### src/tts_pkg.sv
package tts_pkg;

	// Source image size bounds and register reset value
	localparam int unsigned DIM_W      = 11;
	localparam int unsigned CNT_W      = 10;
	localparam logic [DIM_W-1:0] DIM_MAX   = 11'd1024;
	localparam logic [DIM_W-1:0] DIM_RESET = 11'd64;

	// Texture width over eight, wide enough for a 4096 texel texture
	localparam int unsigned TW8_W  = 10;
	localparam int unsigned ADDR_W = 20;
	localparam int unsigned PIX_W  = 32;

	// Register map, indexed by paddr[2]
	typedef enum logic {
		REG_IMAGE_WIDTH  = 1'b0,
		REG_IMAGE_HEIGHT = 1'b1
	} tts_reg_t;

	// Image geometry handed from the register block to the pixel pipeline
	typedef struct packed {
		logic [CNT_W-1:0] w_m1;   // effective width minus one
		logic [CNT_W-1:0] h_m1;   // effective height minus one
		logic [TW8_W-1:0] tw8;    // texture width / 8
	} tts_geom_t;

	// Clamp a raw size to 1..1024 and return it minus one
	function automatic logic [CNT_W-1:0] eff_m1(input logic [DIM_W-1:0] v);
		logic [CNT_W-1:0] r;
		if (v == '0) begin
			r = '0;
		end else if (v > DIM_MAX) begin
			r = '1;
		end else begin
			r = CNT_W'(v - DIM_W'(1));
		end
		return r;
	endfunction

	// Next power of two at or above (m1 + 1)
	function automatic logic [DIM_W-1:0] ceil_pow2(input logic [CNT_W-1:0] m1);
		logic [DIM_W-1:0] p;
		p = DIM_W'(1);
		for (int i = 0; i < CNT_W; i++) begin
			if (m1[i]) begin
				p = DIM_W'(2) << i;
			end
		end
		return p;
	endfunction

	// ABGR from RGBA: plain byte reversal
	function automatic logic [PIX_W-1:0] to_abgr(input logic [PIX_W-1:0] px);
		return {px[7:0], px[15:8], px[23:16], px[31:24]};
	endfunction

endpackage

### src/tts_cfg.sv
module tts_cfg #(
	parameter int unsigned MIN_TEX_DIM = 64,
	parameter int unsigned MAX_TEX_DIM = 1024
) (
	input  logic                clk,
	input  logic                arst_n,
	input  logic                psel,
	input  logic                penable,
	input  logic                pwrite,
	input  logic [2:0]          paddr,
	input  logic [31:0]         pwdata,
	output logic [31:0]         prdata,
	output logic                pready,
	output tts_pkg::tts_geom_t  geom
);
	import tts_pkg::*;

	localparam int unsigned TWF_W = 13;

	// Texture width over eight, after clamping to the texture size bounds
	function automatic logic [TW8_W-1:0] tex_div8(input logic [CNT_W-1:0] m1);
		logic [TWF_W-1:0] tw;
		tw = TWF_W'(ceil_pow2(m1));
		if (tw < TWF_W'(MIN_TEX_DIM)) begin
			tw = TWF_W'(MIN_TEX_DIM);
		end
		if (tw > TWF_W'(MAX_TEX_DIM)) begin
			tw = TWF_W'(MAX_TEX_DIM);
		end
		return tw[TWF_W-1:3];
	endfunction

	logic [DIM_W-1:0] width_q, height_q;
	logic [CNT_W-1:0] w_m1_q, h_m1_q;
	logic [TW8_W-1:0] tw8_q;
	logic             wr;
	tts_reg_t         idx;
	logic [DIM_W-1:0] wdat;

	assign pready = 1'b1;
	assign wr     = psel && penable && pwrite && pready;
	assign idx    = tts_reg_t'(paddr[2]);
	assign wdat   = pwdata[DIM_W-1:0];

	always_ff @(posedge clk or negedge arst_n) begin
		if (!arst_n) begin
			width_q  <= DIM_RESET;
			height_q <= DIM_RESET;
			w_m1_q   <= eff_m1(DIM_RESET);
			h_m1_q   <= eff_m1(DIM_RESET);
			tw8_q    <= tex_div8(eff_m1(DIM_RESET));
		end else if (wr) begin
			case (idx)
				REG_IMAGE_WIDTH: begin
					width_q <= wdat;
					w_m1_q  <= eff_m1(wdat);
					tw8_q   <= tex_div8(eff_m1(wdat));
				end
				REG_IMAGE_HEIGHT: begin
					height_q <= wdat;
					h_m1_q   <= eff_m1(wdat);
				end
				default: begin
				end
			endcase
		end
	end

	always_comb begin
		case (idx)
			REG_IMAGE_WIDTH:  prdata = 32'(width_q);
			REG_IMAGE_HEIGHT: prdata = 32'(height_q);
			default:          prdata = '0;
		endcase
	end

	assign geom.w_m1 = w_m1_q;
	assign geom.h_m1 = h_m1_q;
	assign geom.tw8  = tw8_q;

endmodule

### src/tts_pipe.sv
module tts_pipe (
	input  logic                          clk,
	input  logic                          arst_n,
	input  tts_pkg::tts_geom_t            geom,
	input  logic                          in_valid,
	output logic                          in_stall,
	input  logic [tts_pkg::PIX_W-1:0]     pixel_rgba,
	output logic                          out_valid,
	input  logic                          out_stall,
	output logic [tts_pkg::ADDR_W-1:0]    dest_word_address,
	output logic [tts_pkg::PIX_W-1:0]     pixel_abgr,
	output logic                          last_pixel
);
	import tts_pkg::*;

	localparam int unsigned PROD_W = (CNT_W - 3) + TW8_W;
	localparam int unsigned TILE_W = PROD_W + 1;
	localparam int unsigned FULL_W = TILE_W + 6;

	logic [CNT_W-1:0]  col_q, row_q;
	logic              adv_s1, adv_s2, accept;
	logic              row_end, img_end;

	logic              valid_s1;
	logic [CNT_W-1:0]  x_s1, y_s1;
	logic [PIX_W-1:0]  rgba_s1;
	logic              last_s1;

	logic              valid_s2;
	logic [ADDR_W-1:0] addr_s2;
	logic [PIX_W-1:0]  abgr_s2;
	logic              last_s2;

	logic [PROD_W-1:0] prod;
	logic [TILE_W-1:0] tile;
	logic [5:0]        morton;
	logic [FULL_W-1:0] addr_full;

	// Flow control: a stage moves when the one after it has room
	assign adv_s2   = !valid_s2 || !out_stall;
	assign adv_s1   = !valid_s1 || adv_s2;
	assign in_stall = !adv_s1;
	assign accept   = in_valid && adv_s1;

	assign row_end = (col_q >= geom.w_m1);
	assign img_end = row_end && (row_q >= geom.h_m1);

	always_ff @(posedge clk or negedge arst_n) begin
		if (!arst_n) begin
			col_q <= '0;
			row_q <= '0;
		end else if (accept) begin
			if (row_end) begin
				col_q <= '0;
				row_q <= img_end ? '0 : row_q + CNT_W'(1);
			end else begin
				col_q <= col_q + CNT_W'(1);
			end
		end
	end

	// Tile row * tiles per row + tile column, then Z order inside the tile
	assign prod      = PROD_W'(y_s1[CNT_W-1:3]) * PROD_W'(geom.tw8);
	assign tile      = TILE_W'(prod) + TILE_W'(x_s1[CNT_W-1:3]);
	assign morton    = {y_s1[2], x_s1[2], y_s1[1], x_s1[1], y_s1[0], x_s1[0]};
	assign addr_full = {tile, morton};

	always_ff @(posedge clk or negedge arst_n) begin
		if (!arst_n) begin
			valid_s1 <= 1'b0;
			valid_s2 <= 1'b0;
		end else begin
			if (adv_s1) begin
				valid_s1 <= in_valid;
			end
			if (adv_s2) begin
				valid_s2 <= valid_s1;
			end
		end
	end

	always_ff @(posedge clk) begin
		if (accept) begin
			x_s1    <= col_q;
			y_s1    <= row_q;
			rgba_s1 <= pixel_rgba;
			last_s1 <= img_end;
		end
		if (adv_s2 && valid_s1) begin
			addr_s2 <= addr_full[ADDR_W-1:0];
			abgr_s2 <= to_abgr(rgba_s1);
			last_s2 <= last_s1;
		end
	end

	assign out_valid         = valid_s2;
	assign dest_word_address = addr_s2;
	assign pixel_abgr        = abgr_s2;
	assign last_pixel        = last_s2;

	a_wrap_at_end: assert property (@(posedge clk) disable iff (!arst_n)
		accept && img_end |=> col_q == '0 && row_q == '0)
		else $error("counters did not wrap after the last pixel");

	a_s1_hold: assert property (@(posedge clk) disable iff (!arst_n)
		valid_s1 && !adv_s2 |=> valid_s1 && $stable(x_s1) && $stable(y_s1))
		else $error("blocked item in stage one was overwritten");

	a_count_on_accept: assert property (@(posedge clk) disable iff (!arst_n)
		!accept |=> $stable(col_q) && $stable(row_q))
		else $error("position counters moved without an accepted item");

endmodule

### src/tiled_texture_swizzle_writer.sv
// Tiled texture swizzle writer.
// Input channel: one RGBA pixel per item (pixel_rgba), raster order, handshake
// in_valid / in_stall. Output channel: one item per pixel with the word address
// in an 8x8-tiled, Z-ordered texture, the pixel as ABGR, and last_pixel on the
// final pixel of the image; handshake out_valid / out_stall.
// Config: APB-style port, image_width at 0x0, image_height at 0x4 (11 bits
// each, reset 64). Write sizes only while the block is idle.
// An accepted item passes the stage one register, then the output register.
// Throughput: one pixel per cycle. The two pipeline registers plus the stall
// chain let a new item in every cycle while out_stall is low; the address path
// is one 7x10 multiply and an add between the stage one and output registers.
// When the receiver stalls, the output item holds and stage one still fills;
// in_stall rises only when both stages hold an item.
// Reset: sizes return to 64x64, column and row counters to zero, both pipeline
// stages empty.
module tiled_texture_swizzle_writer #(
	parameter int unsigned MIN_TEX_DIM = 64,
	parameter int unsigned MAX_TEX_DIM = 1024
) (
	input  logic                       clk,
	input  logic                       arst_n,
	input  logic                       psel,
	input  logic                       penable,
	input  logic                       pwrite,
	input  logic [2:0]                 paddr,
	input  logic [31:0]                pwdata,
	output logic [31:0]                prdata,
	output logic                       pready,
	input  logic                       in_valid,
	output logic                       in_stall,
	input  logic [tts_pkg::PIX_W-1:0]  pixel_rgba,
	output logic                       out_valid,
	input  logic                       out_stall,
	output logic [tts_pkg::ADDR_W-1:0] dest_word_address,
	output logic [tts_pkg::PIX_W-1:0]  pixel_abgr,
	output logic                       last_pixel
);
	import tts_pkg::*;

	tts_geom_t geom;

	// Register block: keeps raw sizes for readback and the derived geometry
	tts_cfg #(
		.MIN_TEX_DIM (MIN_TEX_DIM),
		.MAX_TEX_DIM (MAX_TEX_DIM)
	) u_cfg (
		.clk     (clk),
		.arst_n  (arst_n),
		.psel    (psel),
		.penable (penable),
		.pwrite  (pwrite),
		.paddr   (paddr),
		.pwdata  (pwdata),
		.prdata  (prdata),
		.pready  (pready),
		.geom    (geom)
	);

	// Counters, stage one register, address logic and output register
	tts_pipe u_pipe (
		.clk               (clk),
		.arst_n            (arst_n),
		.geom              (geom),
		.in_valid          (in_valid),
		.in_stall          (in_stall),
		.pixel_rgba        (pixel_rgba),
		.out_valid         (out_valid),
		.out_stall         (out_stall),
		.dest_word_address (dest_word_address),
		.pixel_abgr        (pixel_abgr),
		.last_pixel        (last_pixel)
	);

endmodule

### config.mk
export PLATFORM = sky130hd
export DESIGN_NAME = tiled_texture_swizzle_writer
export DESIGN_NICKNAME = d
export VERILOG_FILES = /design/src/tts_pkg.sv /design/src/tts_cfg.sv /design/src/tts_pipe.sv /design/src/tiled_texture_swizzle_writer.sv
export SDC_FILE = /design/constraint.sdc
export NUM_CORES = 1
export LEC_CHECK = 0
export BUFFER_PORTS_ARGS = -buffer_cell sky130_fd_sc_hd__buf_2
export CORE_MARGIN = 5
export CORE_UTILIZATION = 50
export CTS_CLUSTER_SIZE = 12
export DETAILED_ROUTE_END_ITERATION = 10
export MAX_ROUTING_LAYER = met4
export PLACE_DENSITY = 0.81
export SLEW_MARGIN = 20
export SYNTH_ARGS = -nofsm -noshare
export SYNTH_HDL_FRONTEND = slang
export SYNTH_HIERARCHICAL = 1
export SYNTH_SLANG_ARGS = --single-unit
### constraint.sdc
create_clock -name clk -period 5.1 [get_ports clk]
set_input_delay 0.255 -clock clk [delete_from_list [all_inputs] [get_ports clk]]
set_output_delay 0.255 -clock clk [all_outputs]
set_load 0.02 [all_outputs]
# Yosys cells after proc, flatten, opt, wreduce, memory -nomap -nowiden
# Cells that the tools add are included.
# totals
wordCells,65
output_inout_bits,88
ff_bits,180
inputBits,74
# classes
magnitude_cmp,5
mul,1
n_reduce_logical,15
addsub,4
muxes,23
n_bitwise,1
# op_table
operator,n
2-to-1 mux 10 bit,7
one-hot mux 32 bit (2 select lines),1
2-to-1 mux 11 bit,4
2-to-1 mux 13 bit,3
"adder 10 x 1 -> 10 bit, second input constant",2
greater-or-equal comparator 10 bit,2
adder 14 x 7 -> 14 bit,1
multiplier 7 x 10 -> 14 bit,1
"> comparator 13 x 11 -> 1 bit, second input constant",1
"> comparator 11 bit, second input constant",1
zero test 11 bit,1
"less-than comparator 11 x 7 -> 1 bit, second input constant",1
"subtractor 10 x 1 -> 10 bit, second input constant",1
2-to-1 mux 9 bit,1
2-to-1 mux 8 bit,1
2-to-1 mux 7 bit,1
2-to-1 mux 6 bit,1
AND reduction 2 bit,3
logical AND 1 bit,5
2-to-1 mux 5 bit,1
zero test 1 bit,4
2-to-1 mux 4 bit,1
2-to-1 mux 3 bit,1
logical OR 1 bit,2
other kinds (2),2

# Depth between registers and ports, before layout
# logic_depth
word_depth,23
mapped_depth,16
mapped_depth_nobuf,16

# Hierarchy
# Netlist, hierarchy kept.
# by_module_without_submodules
module,cells_per_inst,seq_area_each_um2,area_each_um2,instances
tts_pipe,550,3733.6,7106.8,1
tts_cfg,245,1270.0,2560.0,1

# Least setup slack after synthesis
# No wires, ideal clock.
# synth_path
path_kind,register to register
startpoint,"register u_pipe.valid_s2, in the netlist u_pipe/out_valid"
endpoint,"register u_pipe.addr_s2[0], in the netlist u_pipe/dest_word_address[0], enable pin"
t_required_ps,4555
setup_slack_ps,178
period_less_slack_ps,4922
stages_incl_launch_ff,2
n_path_buf,0
setup_time_ps,545
arrival_time_ps,4378
cell_sequence,dfrtp_1 > a21boi_0
# synth_via
elab_chain_len,3
# synth_lines
item,line_no,rtl
"start, declared",tts_pipe.sv:29,logic valid_s2;
"start signal, assigned",tts_pipe.sv:77,valid_s2 <= valid_s1;
zero test 1 bit,tts_pipe.sv:40,assign adv_s2 = !valid_s2 || !out_stall;
logical OR 1 bit,tts_pipe.sv:40,
logical AND 1 bit,tts_pipe.sv:89,if (adv_s2 && valid_s1) begin
"end signal, assigned",tts_pipe.sv:90,addr_s2 <= addr_full[ADDR_W-1:0];
"end, declared",tts_pipe.sv:30,logic [ADDR_W-1:0] addr_s2;
# No other way between the ends.
# A chain may end at the register's enable or synchronous reset.

# Final worst setup path
# layout_path
startpoint,register u_cfg.tw8_q[3]
endpoint,"register u_pipe.addr_s2[19], in the netlist u_pipe/dest_word_address[19] (data pin)"
# layout_via
elab_chain_len,2
# layout_lines
item,line_no,rtl
"start, declared",tts_cfg.sv:35,logic [TW8_W-1:0] tw8_q;
"start signal, assigned",tts_cfg.sv:51,tw8_q <= tex_div8(eff_m1(DIM_RESET));
"start signal, assigned",tts_cfg.sv:57,tw8_q <= tex_div8(eff_m1(wdat));
multiplier 7 x 10 -> 14 bit,tts_pipe.sv:63,assign prod = PROD_W'(y_s1[CNT_W-1:3]) * PROD_W'(geom.tw8);
adder 14 x 7 -> 14 bit,tts_pipe.sv:64,assign tile = TILE_W'(prod) + TILE_W'(x_s1[CNT_W-1:3]);
net u_pipe.tile[13],tts_pipe.sv:35,logic [TILE_W-1:0] tile;
# The timed path passes the listed nets, and every way through them passes these cells.

==> key figures <==
Outcome
  – Outcome: finished, final reports clean

Power and ir drop
  – Logic pwr share: 28.1%
  – Leak: 0.005010 uW
  – Pwr dens: 392.4 nW/um2
  – Pint: 2989 uW
  – Pwr Total: 4455 uW
  – Peak supply drop: 0.2478 mV
  – Psw: 1466 uW
  – Switching fraction of total power: 32.90%
  – Seq pwr share: 43.4%
  – Clock share of power: 28.6%

Placement
  – PortBufs: 116
  – Gpl congestion: 0.9115
  – Area after DPL: 10470 um2
  – Detailed Place HPWL: 13320 um

Clock tree
  – CTS Sinks: 178
  – TritonCTS buffer count: 17
  – Post-CTS Setup Inserts: 0
  – Htree depth: 4
  – Worst-path clk slew: 70 ps
  – Root Driver: clkbuf_16
  – Post-CTS sizing: 0
  – CTS Hold Bufs: 27
  – CTS tree: done
  – Worst-Skew Late Latency: 430 ps
  – Clock Tree Buf Depth: 2

Setup path
  – Buffers and inverters on the worst path: 3
  – Worst path slowest cell: dfstp_2
  – Arrival time worst endpoint: 4900 ps
  – Crit path capture type: flip-flop
  – Worst reg2reg startpoint: u_cfg/tw8_q[3]$_DFFE_PN1P_
  – Most used cell, CP: fa_1
  – CP required: 5280 ps
  – CP top delay family: adder cells
  – CP Launch Point: u_cfg/tw8_q[3]$_DFFE_PN1P_
  – Worst-path cell chain: and2_1, fa_1, inv_1, fa_1, fa_1, fa_1, inv_1, ha_1, nand3_1, o211ai_1, o41ai_1, buf_4, o221ai_1, a21oi_1, xnor2_1
  – Type of origin of the critical path: flip-flop
  – CP max stage delay: 610 ps
  – Setup CP Type: flip-flop to flip-flop
  – Worst Path Max Fanout: 8

Synthesis
  – Ys flop type: edfxtp_1
  – Post-Syn Area: 9667 um2
  – Yosys warns: 6
  – Syn Inst Count: 795
  – Synth async-reset ratio: 40.45%
  – Synth cell types: 70
  – Yosys top cell area share: 32.93%
  – Post-Syn Area per Cell: 12.16 um2
  – Top cells by area, synth: edfxtp_1 33%, dfrtp_1 15%, fa_1 9.1%
  – Yosys reg bits: 178
  – Cell taking the most area after synthesis: edfxtp_1
  – Register area share after synthesis: 51.76%
  – Post-synth EDFFs: 106

Drt
  – Vias: 6179
  – 1st-iter DRT viols: 461
  – Drt drc: 0
  – Avg WL per Cell: 15.73 um
  – Total wire length: 19250 um
  – Post-route ant nets: 0
  – Vias per cell: 5.048
  – DR pass1 iterations: 5

Cells and area
  – Sequential cell area: 5004 um2
  – Fill cells: 1491
  – Most common cell after layout, fill and taps aside: buf_2
  – Commonest non-fill, non-tap cells in the layout: 116 x buf_2, 106 x edfxtp_1, 97 x inv_1
  – Nets: 1121
  – Share of layout cells above drive strength 1: 23.34%
  – Final Cell Area: 11350 um2
  – Area Growth Syn to Fin: 17.45%
  – Footprint of the multi-input gates: 4121 um2
  – Antenna cells: 0

Run
  – Max Cap Viol: 0

Floorplanning
  – Die Height: 149.0 um
  – Ports: 162
  – DIE AREA: 22210 um2
  – Starting density of the core: 51.17%
  – Core box area: 18890 um2
  – Rows: 50
  – Die Wd: 149.0 um

Timing
  – Final min period: 4724 ps
  – RSZ-0062 raised after global routing: no
  – Max_slew headroom: 39.23%
  – Clock Skew: 17.00 ps
  – Total negative slack: 0 ps
  – Setup-failing EPs final: 0
  – Fin. Hold Viols: 0
  – Period utilisation layout: 92.63%
  – Final slew viol count: 0
  – Slew @ Worst Pin: 911.6 ps
  – Fmax achieved: 0.2117 GHz

Worst hold path
  – Hold path startpoint: pixel_rgba[9]
  – Hold/Removal Path Class: input pin to flip-flop

GRT
  – Largest net degree at the start of global routing: 73
  – GRT Overall Usage: 18.33%
  – First-pass GRT wire length: 31370 um
  – Vias in the first global route: 6186
  – Gr ovfl total: 0
  – Initial antenna violation count: 0
[cell families (layout without fill, tap and decap cells)]
group                      Yosys count  after routing  share of synthesized area, %
buffers and inverters              138            285                         6.575
other                                2             24                       0.07769
xor gates and xnor gates            20             20                         1.812
and+or+nand+nor                    219            219                         11.96
DFF                                178            178                         51.76
AOI/OAI and AO/OA                  116            116                         8.957
adders and majority gates           97             97                         15.95
muxes                               25             25                         2.912
[power groups by stage]
stage | logic (uW) | clock network (uW) | registers, uW
floorplan | 878 | 0 | 2000
global placement | 1180 | 0 | 1940
detailed placement | 1230 | 0 | 1960
CTS | 1260 | 1280 | 1930
global route | 1420 | 1370 | 1960
finish | 1250 | 1270 | 1930
[synthesized netlist by cell type, drive strengths merged (13+ instances only)]
cell type and n:
edfxtp 106, inv 97, nand2 71, and2 59
dfrtp 57, ha 52, o21ai 46, fa 44
buf 32, nor2 27, mux2 25, nand3 17
xnor2 16, dfstp 15, o31ai 14, nor3 13
[metrics by stage]
stage	setup slack, ps	hold slack (ps)	std cells	util (%)
floorplan	177.7	-40.59	817	-
global placement	556.0	400.0	1163	55.44
detailed placement	465.9	404.5	1163	55.44
CTS	461.1	0.8880	1222	59.99
global route	171.9	1.154	1224	60.09
finish	375.9	16.41	1224	60.09
[sequential cells by signal, summed over array words and instances, names as in the netlist, 8 cells and up]
register and cells:
u_pipe/rgba_s1 32, u_cfg/h_m1_q 10, u_pipe/row_q 10, u_cfg/tw8_q 8, u_pipe/x_s1 10, u_cfg/width_q 11, u_pipe/pixel_abgr 32, u_cfg/w_m1_q 10
u_pipe/dest_word_address 20, u_pipe/col_q 10, u_cfg/height_q 11, u_pipe/y_s1 10
[per-layer routing]
layer / track usage (%) / wire length (um)
met5: - / 0
met1: 22.80 / 7870
met4: 5.034 / 295
met2: 31.36 / 10300
met3: 2.947 / 784
[final timing paths]
kind	cells after the start	slack (ps)	to
max	15	380	u_pipe/dest_word_address[19]$_DFFE_PP_
min	1	20	u_pipe/rgba_s1[9]$_DFFE_PP_
max reg2reg	15	380	u_pipe/dest_word_address[19]$_DFFE_PP_
min reg2reg	0	420	u_pipe/pixel_abgr[0]$_DFFE_PP_
max in group asynchronous	2	4470	u_cfg/w_m1_q[8]$_DFFE_PN0P_
min in group asynchronous	2	50	u_pipe/row_q[0]$_DFFE_PN0P_
[layout make-up]
type,instances,area share [%]
tap,260,2.865
clock buffer,18,3.780
multi-input combinational,501,36.30
sequential,178,44.07
clock inverter,14,1.411
timing repair buffer,155,8.331
inverter,98,3.240
Power figures use the tool's default switching activity.
